--- src/rtl/core/kitt_pkg.sv ---
`timescale 1ns / 1ps

package kitt_pkg;

  // Table geometry
  localparam int TABLE_DEPTH = 32;
  localparam int KEY_BITS    = 12;
  localparam int IDX_W       = (TABLE_DEPTH > 1) ? $clog2(TABLE_DEPTH) : 1;
  localparam int CNT_W       = $clog2(TABLE_DEPTH + 1);

  // Field widths
  localparam int OP_W    = 2;
  localparam int KIND_W  = 3;
  localparam int KEY_W   = 12;
  localparam int TIME_W  = 24;
  localparam int DELTA_W = 16;

  localparam logic [KEY_W-1:0]  KEY_MASK    = KEY_W'((64'd1 << KEY_BITS) - 64'd1);
  localparam logic [TIME_W-1:0] ELAPSED_MAX = '1;

  typedef enum logic [OP_W-1:0] {
    OP_START = 2'd0,
    OP_STOP  = 2'd1,
    OP_TICK  = 2'd2
  } op_t;

  typedef enum logic [KIND_W-1:0] {
    KIND_STARTED = 3'd0,
    KIND_FULL    = 3'd1,
    KIND_STOPPED = 3'd2,
    KIND_MISSING = 3'd3,
    KIND_FIRED   = 3'd4
  } kind_t;

  typedef struct packed {
    logic [KEY_W-1:0]  key;
    logic [TIME_W-1:0] period;
    logic [TIME_W-1:0] elapsed;
    logic              rep;
  } entry_t;

  typedef enum logic [3:0] {
    ST_IDLE,
    ST_FIND_RD,
    ST_FIND_CMP,
    ST_ACT,
    ST_TAIL_RD,
    ST_TAIL_WR,
    ST_TICK_RD,
    ST_TICK_EV,
    ST_TICK_FLUSH,
    ST_DUE_RD,
    ST_DUE_KEY
  } state_t;

endpackage

--- src/rtl/core/keyed_interval_timer_table.sv ---
`timescale 1ns / 1ps

// Keyed interval timer table. Up to TABLE_DEPTH timers live in one entry
// memory (key, period, elapsed, repeat flag) with a registered read; a
// second small memory queues the keys that fire on a tick. Every access to
// the entry memory is a read, then a compare or write back. A start or stop
// scans the entries for its key; a stop of a found key adds a move of the
// tail entry into the freed slot. A tick reads and updates every live
// entry, and then, for each fired timer in firing order, searches for its
// key and rearms or removes it. Fired results leave in table order with
// last set on the final one; a start or stop gives exactly one result. The
// output register lets a new beat enter while the previous result waits to
// be taken.
module keyed_interval_timer_table (
  input  logic                          clk,
  input  logic                          rst_n,
  input  logic                          in_valid,
  output logic                          in_ready,
  input  logic [kitt_pkg::OP_W-1:0]     in_operation,
  input  logic [kitt_pkg::KEY_W-1:0]    in_key,
  input  logic [kitt_pkg::TIME_W-1:0]   in_period,
  input  logic                          in_repeating,
  input  logic [kitt_pkg::DELTA_W-1:0]  in_delta,
  output logic                          out_valid,
  input  logic                          out_ready,
  output logic [kitt_pkg::KIND_W-1:0]   out_kind,
  output logic [kitt_pkg::KEY_W-1:0]    out_fired_key,
  output logic [kitt_pkg::TIME_W-1:0]   out_fired_elapsed,
  output logic                          out_last
);
  import kitt_pkg::*;

  // Storage
  entry_t           entry_mem [TABLE_DEPTH];
  logic [KEY_W-1:0] due_mem   [TABLE_DEPTH];
  entry_t           ent_rd_r;
  logic [KEY_W-1:0] due_rd_r;

  // Control state
  state_t            state_r, state_nxt;
  logic [CNT_W-1:0]  count_r, count_nxt;
  logic [CNT_W-1:0]  ndue_r, ndue_nxt;
  logic [IDX_W-1:0]  idx_r, idx_nxt;
  logic [IDX_W-1:0]  jdx_r, jdx_nxt;
  logic [IDX_W-1:0]  pos_r, pos_nxt;
  logic              found_r, found_nxt;
  logic              pend_v_r, pend_v_nxt;
  logic              out_valid_r, out_valid_nxt;

  // Beat and result payload
  op_t               op_r, op_nxt;
  logic [KEY_W-1:0]  key_r, key_nxt;
  logic [TIME_W-1:0] period_r, period_nxt;
  logic              rep_r, rep_nxt;
  logic [DELTA_W-1:0] delta_r, delta_nxt;
  logic [KEY_W-1:0]  pend_key_r, pend_key_nxt;
  logic [TIME_W-1:0] pend_el_r, pend_el_nxt;
  kind_t             out_kind_r, out_kind_nxt;
  logic [KEY_W-1:0]  out_key_r, out_key_nxt;
  logic [TIME_W-1:0] out_el_r, out_el_nxt;
  logic              out_last_r, out_last_nxt;

  // Memory ports
  logic              ent_re, ent_we;
  logic [IDX_W-1:0]  ent_raddr, ent_waddr;
  entry_t            ent_wdata;
  logic              due_re, due_we;
  logic [IDX_W-1:0]  due_raddr, due_waddr;
  logic [KEY_W-1:0]  due_wdata;

  // Derived values
  logic              out_free;
  logic [CNT_W-1:0]  count_m1;
  logic [CNT_W-1:0]  ndue_m1;
  logic [IDX_W-1:0]  tail_idx;
  logic              scan_end;
  logic              due_end;
  logic              table_full;
  logic [TIME_W:0]   el_sum;
  logic [TIME_W-1:0] el_sat;
  logic              is_due;

  assign out_free   = !out_valid_r || out_ready;
  assign count_m1   = count_r - 1'b1;
  assign ndue_m1    = ndue_r - 1'b1;
  assign tail_idx   = count_m1[IDX_W-1:0];
  assign scan_end   = (idx_r == tail_idx);
  assign due_end    = (jdx_r == ndue_m1[IDX_W-1:0]);
  assign table_full = (count_r == CNT_W'(TABLE_DEPTH));
  assign el_sum     = {1'b0, ent_rd_r.elapsed} + (TIME_W + 1)'(delta_r);
  assign el_sat     = el_sum[TIME_W] ? ELAPSED_MAX : el_sum[TIME_W-1:0];
  assign is_due     = (el_sat >= ent_rd_r.period);

  // Next state, memory controls and result loading
  always_comb begin
    state_nxt     = state_r;
    count_nxt     = count_r;
    ndue_nxt      = ndue_r;
    idx_nxt       = idx_r;
    jdx_nxt       = jdx_r;
    pos_nxt       = pos_r;
    found_nxt     = found_r;
    pend_v_nxt    = pend_v_r;
    op_nxt        = op_r;
    key_nxt       = key_r;
    period_nxt    = period_r;
    rep_nxt       = rep_r;
    delta_nxt     = delta_r;
    pend_key_nxt  = pend_key_r;
    pend_el_nxt   = pend_el_r;
    out_valid_nxt = out_valid_r && !out_ready;
    out_kind_nxt  = out_kind_r;
    out_key_nxt   = out_key_r;
    out_el_nxt    = out_el_r;
    out_last_nxt  = out_last_r;
    ent_re        = 1'b0;
    ent_raddr     = idx_r;
    ent_we        = 1'b0;
    ent_waddr     = pos_r;
    ent_wdata     = ent_rd_r;
    due_re        = 1'b0;
    due_raddr     = jdx_r;
    due_we        = 1'b0;
    due_waddr     = ndue_r[IDX_W-1:0];
    due_wdata     = ent_rd_r.key;

    unique case (state_r)
      ST_IDLE: begin
        if (in_valid) begin
          op_nxt     = op_t'(in_operation);
          key_nxt    = in_key & KEY_MASK;
          period_nxt = in_period;
          rep_nxt    = in_repeating;
          delta_nxt  = in_delta;
          idx_nxt    = '0;
          found_nxt  = 1'b0;
          ndue_nxt   = '0;
          pend_v_nxt = 1'b0;
          unique case (in_operation)
            OP_START, OP_STOP: begin
              state_nxt = (count_r == '0) ? ST_ACT : ST_FIND_RD;
            end
            OP_TICK: begin
              state_nxt = (count_r == '0) ? ST_IDLE : ST_TICK_RD;
            end
            default: begin
              state_nxt = ST_IDLE;
            end
          endcase
        end
      end

      // Walk the table for key_r
      ST_FIND_RD: begin
        ent_re    = 1'b1;
        ent_raddr = idx_r;
        state_nxt = ST_FIND_CMP;
      end

      ST_FIND_CMP: begin
        if (ent_rd_r.key == key_r) begin
          found_nxt = 1'b1;
          pos_nxt   = idx_r;
          state_nxt = ST_ACT;
        end else if (scan_end) begin
          found_nxt = 1'b0;
          state_nxt = ST_ACT;
        end else begin
          idx_nxt   = idx_r + 1'b1;
          state_nxt = ST_FIND_RD;
        end
      end

      // Act on the search outcome
      ST_ACT: begin
        unique case (op_r)
          OP_START: begin
            if (out_free) begin
              out_valid_nxt = 1'b1;
              out_key_nxt   = key_r;
              out_el_nxt    = '0;
              out_last_nxt  = 1'b1;
              ent_wdata     = '{key: key_r, period: period_r, elapsed: '0, rep: rep_r};
              if (found_r) begin
                ent_we       = 1'b1;
                ent_waddr    = pos_r;
                out_kind_nxt = KIND_STARTED;
              end else if (table_full) begin
                out_kind_nxt = KIND_FULL;
              end else begin
                ent_we       = 1'b1;
                ent_waddr    = count_r[IDX_W-1:0];
                count_nxt    = count_r + 1'b1;
                out_kind_nxt = KIND_STARTED;
              end
              state_nxt = ST_IDLE;
            end
          end
          OP_STOP: begin
            if (found_r) begin
              state_nxt = ST_TAIL_RD;
            end else if (out_free) begin
              out_valid_nxt = 1'b1;
              out_kind_nxt  = KIND_MISSING;
              out_key_nxt   = key_r;
              out_el_nxt    = '0;
              out_last_nxt  = 1'b1;
              state_nxt     = ST_IDLE;
            end
          end
          default: begin
            // Post-tick pass: rearm or remove the fired timer
            if (found_r && !ent_rd_r.rep) begin
              state_nxt = ST_TAIL_RD;
            end else begin
              if (found_r) begin
                ent_we            = 1'b1;
                ent_waddr         = pos_r;
                ent_wdata.elapsed = '0;
              end
              jdx_nxt   = jdx_r + 1'b1;
              state_nxt = due_end ? ST_IDLE : ST_DUE_RD;
            end
          end
        endcase
      end

      // Move the tail entry into the freed slot
      ST_TAIL_RD: begin
        ent_re    = 1'b1;
        ent_raddr = tail_idx;
        state_nxt = ST_TAIL_WR;
      end

      ST_TAIL_WR: begin
        if (op_r == OP_STOP) begin
          if (out_free) begin
            ent_we        = 1'b1;
            ent_waddr     = pos_r;
            count_nxt     = count_m1;
            out_valid_nxt = 1'b1;
            out_kind_nxt  = KIND_STOPPED;
            out_key_nxt   = key_r;
            out_el_nxt    = '0;
            out_last_nxt  = 1'b1;
            state_nxt     = ST_IDLE;
          end
        end else begin
          ent_we    = 1'b1;
          ent_waddr = pos_r;
          count_nxt = count_m1;
          jdx_nxt   = jdx_r + 1'b1;
          state_nxt = due_end ? ST_IDLE : ST_DUE_RD;
        end
      end

      // Advance every elapsed time, queue due keys
      ST_TICK_RD: begin
        ent_re    = 1'b1;
        ent_raddr = idx_r;
        state_nxt = ST_TICK_EV;
      end

      ST_TICK_EV: begin
        if (!(is_due && pend_v_r && !out_free)) begin
          ent_we            = 1'b1;
          ent_waddr         = idx_r;
          ent_wdata.elapsed = el_sat;
          if (is_due) begin
            due_we       = 1'b1;
            due_waddr    = ndue_r[IDX_W-1:0];
            due_wdata    = ent_rd_r.key;
            ndue_nxt     = ndue_r + 1'b1;
            pend_v_nxt   = 1'b1;
            pend_key_nxt = ent_rd_r.key;
            pend_el_nxt  = el_sat;
            if (pend_v_r) begin
              out_valid_nxt = 1'b1;
              out_kind_nxt  = KIND_FIRED;
              out_key_nxt   = pend_key_r;
              out_el_nxt    = pend_el_r;
              out_last_nxt  = 1'b0;
            end
          end
          if (scan_end) begin
            state_nxt = ST_TICK_FLUSH;
          end else begin
            idx_nxt   = idx_r + 1'b1;
            state_nxt = ST_TICK_RD;
          end
        end
      end

      // Release the final fired result with last set
      ST_TICK_FLUSH: begin
        if (!pend_v_r) begin
          state_nxt = ST_IDLE;
        end else if (out_free) begin
          out_valid_nxt = 1'b1;
          out_kind_nxt  = KIND_FIRED;
          out_key_nxt   = pend_key_r;
          out_el_nxt    = pend_el_r;
          out_last_nxt  = 1'b1;
          pend_v_nxt    = 1'b0;
          jdx_nxt       = '0;
          state_nxt     = ST_DUE_RD;
        end
      end

      // Fetch the next fired key in firing order
      ST_DUE_RD: begin
        due_re    = 1'b1;
        due_raddr = jdx_r;
        state_nxt = ST_DUE_KEY;
      end

      ST_DUE_KEY: begin
        key_nxt   = due_rd_r;
        idx_nxt   = '0;
        found_nxt = 1'b0;
        state_nxt = ST_FIND_RD;
      end

      default: begin
        state_nxt = ST_IDLE;
      end
    endcase
  end

  // Entry and due-key memories
  always_ff @(posedge clk) begin
    if (ent_we) begin
      entry_mem[ent_waddr] <= ent_wdata;
    end
    if (ent_re) begin
      ent_rd_r <= entry_mem[ent_raddr];
    end
  end

  always_ff @(posedge clk) begin
    if (due_we) begin
      due_mem[due_waddr] <= due_wdata;
    end
    if (due_re) begin
      due_rd_r <= due_mem[due_raddr];
    end
  end

  // Control registers
  always_ff @(posedge clk) begin
    if (!rst_n) begin
      state_r     <= ST_IDLE;
      count_r     <= '0;
      pend_v_r    <= 1'b0;
      out_valid_r <= 1'b0;
    end else begin
      state_r     <= state_nxt;
      count_r     <= count_nxt;
      pend_v_r    <= pend_v_nxt;
      out_valid_r <= out_valid_nxt;
    end
  end

  // Payload and walk registers
  always_ff @(posedge clk) begin
    ndue_r     <= ndue_nxt;
    idx_r      <= idx_nxt;
    jdx_r      <= jdx_nxt;
    pos_r      <= pos_nxt;
    found_r    <= found_nxt;
    op_r       <= op_nxt;
    key_r      <= key_nxt;
    period_r   <= period_nxt;
    rep_r      <= rep_nxt;
    delta_r    <= delta_nxt;
    pend_key_r <= pend_key_nxt;
    pend_el_r  <= pend_el_nxt;
    out_kind_r <= out_kind_nxt;
    out_key_r  <= out_key_nxt;
    out_el_r   <= out_el_nxt;
    out_last_r <= out_last_nxt;
  end

  assign in_ready          = (state_r == ST_IDLE);
  assign out_valid         = out_valid_r;
  assign out_kind          = out_kind_r;
  assign out_fired_key     = out_key_r;
  assign out_fired_elapsed = out_el_r;
  assign out_last          = out_last_r;

  // Checks
  a_count_bound: assert property (@(posedge clk) disable iff (!rst_n)
    count_r <= CNT_W'(TABLE_DEPTH))
    else $error("entry count above table depth");

  a_count_step: assert property (@(posedge clk) disable iff (!rst_n)
    1'b1 |=> (count_r == $past(count_r) || count_r == $past(count_r) + 1'b1 ||
              count_r + 1'b1 == $past(count_r)))
    else $error("entry count moved by more than one");

  a_mem_port: assert property (@(posedge clk) disable iff (!rst_n)
    !(ent_we && ent_re))
    else $error("entry memory read and written in one cycle");

  a_single_last: assert property (@(posedge clk) disable iff (!rst_n)
    (out_valid_r && out_kind_r != KIND_FIRED) |-> out_last_r)
    else $error("start or stop result without last");

  a_idle_drained: assert property (@(posedge clk) disable iff (!rst_n)
    (state_r == ST_IDLE) |-> !pend_v_r)
    else $error("fired result left pending at idle");

endmodule
--- config.mk ---
export PLATFORM = sky130hd
export DESIGN_NAME = keyed_interval_timer_table
export DESIGN_NICKNAME = d
export VERILOG_FILES = /design/src/rtl/core/kitt_pkg.sv /design/src/rtl/core/keyed_interval_timer_table.sv
export SDC_FILE = /design/constraint.sdc
export NUM_CORES = 2
export LEC_CHECK = 0
export ABC_AREA = 1
export ABC_CLOCK_PERIOD_IN_PS = 13400
export BUFFER_PORTS_ARGS = -buffer_cell sky130_fd_sc_hd__buf_4
export CAP_MARGIN = 15
export CORE_MARGIN = 5
export CORE_UTILIZATION = 30
export DETAILED_ROUTE_END_ITERATION = 8
export PLACE_DENSITY = 0.52
export SLEW_MARGIN = 20
export SYNTH_ARGS = -nofsm -noshare
export SYNTH_HDL_FRONTEND = slang
export SYNTH_SLANG_ARGS = --single-unit
export TNS_END_PERCENT = 30
--- constraint.sdc ---
create_clock -name clk -period 13.4 [get_ports clk]
set_input_delay 0 -clock clk [delete_from_list [all_inputs] [get_ports clk]]
set_output_delay 0 -clock clk [all_outputs]
set_load 0.005 [all_outputs]
==> results_dict.tcl <==
set metrics [dict create \
    holdBufCountCts 102 \
    cp.required_ns 13.92 \
    grt_max_degree 177 \
    yosysMostFrequentCell "edfxtp_1" \
    cts_resized 0 \
    ys_warn_count 0 \
    wl_per_cell_microns 25.09 \
    avgSynthCellArea_sq_um 12.52 \
    synthFlopType "edfxtp_1" \
    synthXorXnorAreaFrac_pct 0.2846 \
    drive_gt1_share_pct 8.801 \
    drt_first_pass_iters 6 \
    hp-start "in_key[5]" \
    p_seq_share_pct 45.6 \
    reg2reg_slack_ns 4.64 \
    syn-cell-area_sq_mm 0.1046 \
    clkTransAtPathRegs_ns 0.06 \
    synth_edf_count 2561 \
    synth.area.mux_share_pct 0.01076 \
    worst_pin_slew_ns 1.152 \
    row_count 216 \
    ys_seq_area_share_pct 73.72 \
    power_density_mw_per_mm2 167.4 \
    synthAdderAreaFrac_pct 0.6050 \
    via_count 68580 \
    p_comb_share_pct 17.6 \
    tritoncts "yes" \
    syn_to_final_growth_pct 15.04 \
    hold_viol 0 \
    sw_frac_of_total_pct 29.41 \
    synthSimpleGateAreaFrac_pct 10.82 \
    arrival_ns 9.28 \
    grt_pass1_vias 66420 \
    viasPerCell 5.166 \
    synth_cells 8358 \
    cap_violations 0 \
    syn_nets 8467 \
    gp_congestion 0.8788 \
    die_w_microns 600.6 \
    synth_top_family_by_area "compound AO/OA/AOI/OAI gates" \
    wl_microns 333000 \
    cts.sinks 2573 \
    cp-start-kind "flop" \
    setup_tns_ns 0 \
    insertion_delay_ns 0.93 \
    die_h_microns 600.6 \
    async_reset_ff_share_pct 0 \
    slowest_stage "nor2_4" \
    grtUsageTotal_pct 17.66 \
    max_stage_delay_ns 1.10 \
    dieArea_sq_mm 0.3607 \
    p_leak_uw 0.04030 \
    hp-class "input pin to flop" \
    synth.largest_area_cell "edfxtp_1" \
    worst_clock_skew_ns 0.07644 \
    start_util_pct 30.18 \
    crit_fanout 40 \
    drcViolationCount 0 \
    dp_hpwl_microns 187000 \
    synth_top_area_share_pct 73.49 \
    final_util_pct 34.72 \
    drt_iter0_drc 8323 \
    clockBufferDepth 4 \
    setup_viol 0 \
    cp-end-kind "flop" \
    vdd_drop_max_uv 114.9 \
    finalCritPeriodShare_pct 65.34 \
    cp_common_cell "nand2_1" \
    gr-total-overflow 0 \
    cts_inserted_buffers 280 \
    core_area_sq_mm 0.3467 \
    synth_cell_types 50 \
    crit_family "simple AND/OR/NAND/NOR gates" \
    cts-htree-levels 5 \
    slew_headroom_pct 22.89 \
    synth_commonest_cells "edfxtp_1 (2561), nand2_1 (1849), o21ai_0 (756)" \
    detail-route-antenna-nets 0 \
    r2r_start "ent_rd_r[1]" \
    yosys-top-cells-area "edfxtp_1 (73%), nand2_1 (6.6%), o21ai_0 (3.6%)" \
    cp-startpoint "ent_rd_r[1]" \
    io-pin-count 101 \
    p_int_uw 14230 \
    rsz0062_at_grt "false" \
    grt_pass1_wl_microns 479200 \
    p_clk_share_pct 36.8 \
    outcome "complete, no violations" \
    post_cts_buffers 0 \
    worstSetupPathType "flop to flop" \
    cp_num_buf_inv 1 \
    ys_ff_latch 2573 \
    synth_compound_area_share_pct 11.45 \
    fmax_mhz 114.2 \
    p_sw_uw 5927 \
    root_buffer "clkbuf_16" \
    layout.nets 8597 \
    final.min_clock_period_ns 8.756 \
    numPortBuffers 100 \
    slew_viol_final 0 \
    antenna_found_initial 9 \
]
## final timing paths
check                           cells after the start           endpoint
worst min register to register                      2         count_r[5]
worst min-delay path                                4           key_r[5]
worst max-delay path                               25  entry_mem[29][40]
worst max register to register                     25  entry_mem[29][40]
## sequential cells by signal (all words and copies together) (netlist names), 2 cells and up
signal,cells
count_r,6
delta_r,16
due_mem,384
due_raddr,5
due_rd_r,12
ent_rd_r,61
entry_mem,1952
idx_r,5
key_r,12
ndue_r,5
op_r,2
out_fired_elapsed,24
out_fired_key,12
out_kind,3
pend_el_r,24
pend_key_r,12
period_r,24
pos_r,5
state_r,4
## per-stage QoR
stage               std cells  total power, uW  instance area (sq um)  hold slack (ns)  setup slack, ns
finish                  13280            20150                 120400          0.06569            4.644
global route            13280            20920                 120400          0.07413            4.041
detailed placement      12680            12870                 110600           0.1795            4.687
floorplan                8358            11520                 104600          0.09887            6.473
global placement        12680            12870                 110600           0.1797            4.801
CTS                     13270            20270                 120200          0.05107            4.665
## power groups by stage
stage | Sequential (uW) | Combinational, uW | Clock, uW
3_5_place_dp | 9370 | 3500 | 0
2_1_floorplan | 9390 | 2130 | 0
3_3_place_gp | 9370 | 3500 | 0
6_report | 9200 | 3550 | 7410
5_1_grt | 9200 | 3860 | 7860
4_1_cts | 9200 | 3530 | 7540
## routing by layer
| layer | global-route usage, % | vias up | wire length, microns |
|---|---|---|---|
| met3 | 2.399 | 497 | 22550 |
| li1 | - | 30570 | - |
| met1 | 24.95 | 34770 | 144700 |
| met5 | 0 | - | 0 |
| met2 | 28.52 | 2753 | 156000 |
| met4 | 4.946 | 0 | 9744 |
## cell type report
type / instances / area (sq um)
Clock inverter: 147 / 1230
Timing Repair Buffer: 370 / 3226
Sequential cell: 2573 / 77140
Antenna cell: 6 / 15.01
Fill cell: 33700 / 226400
Clock buffer: 339 / 7335
Tap cell: 4578 / 5728
Multi-Input combinational cell: 5078 / 24970
Inverter: 185 / 739.5
## kinds of logic (layout without fill, tap and decap cells)
kind of cell | count (synthesis) | in the layout
AOI/OAI and AO/OA | 2146 | 2146
xor gates and xnor gates | 34 | 34
adders and majority gates | 50 | 50
buffers and inverters | 707 | 1041
DFF | 2573 | 2573
muxes | 1 | 1
other | 0 | 6
and+or+nand+nor | 2847 | 2847
## tightest hold or removal path, stage by stage
cell           delay (ns)
dlygate4sd3_1        0.53
buf_4                0.15
nand2_1              0.07
nand2_1              0.10
## cell usage in the layout (no fill, tap or decap), types with 54 or more instances in the layout
cell type	n
dlygate4sd3_1	102
o211ai_1	192
a21oi_1	665
o21ai_0	734
o21ai_1	212
nand3_1	350
nand2_1	1843
clkbuf_1	54
inv_1	171
nor2_1	532
clkbuf_16	285
edfxtp_1	2561
buf_4	255
o22ai_1	57
o21bai_1	184
clkinv_1	62
Power figures use the tool's default switching activity.
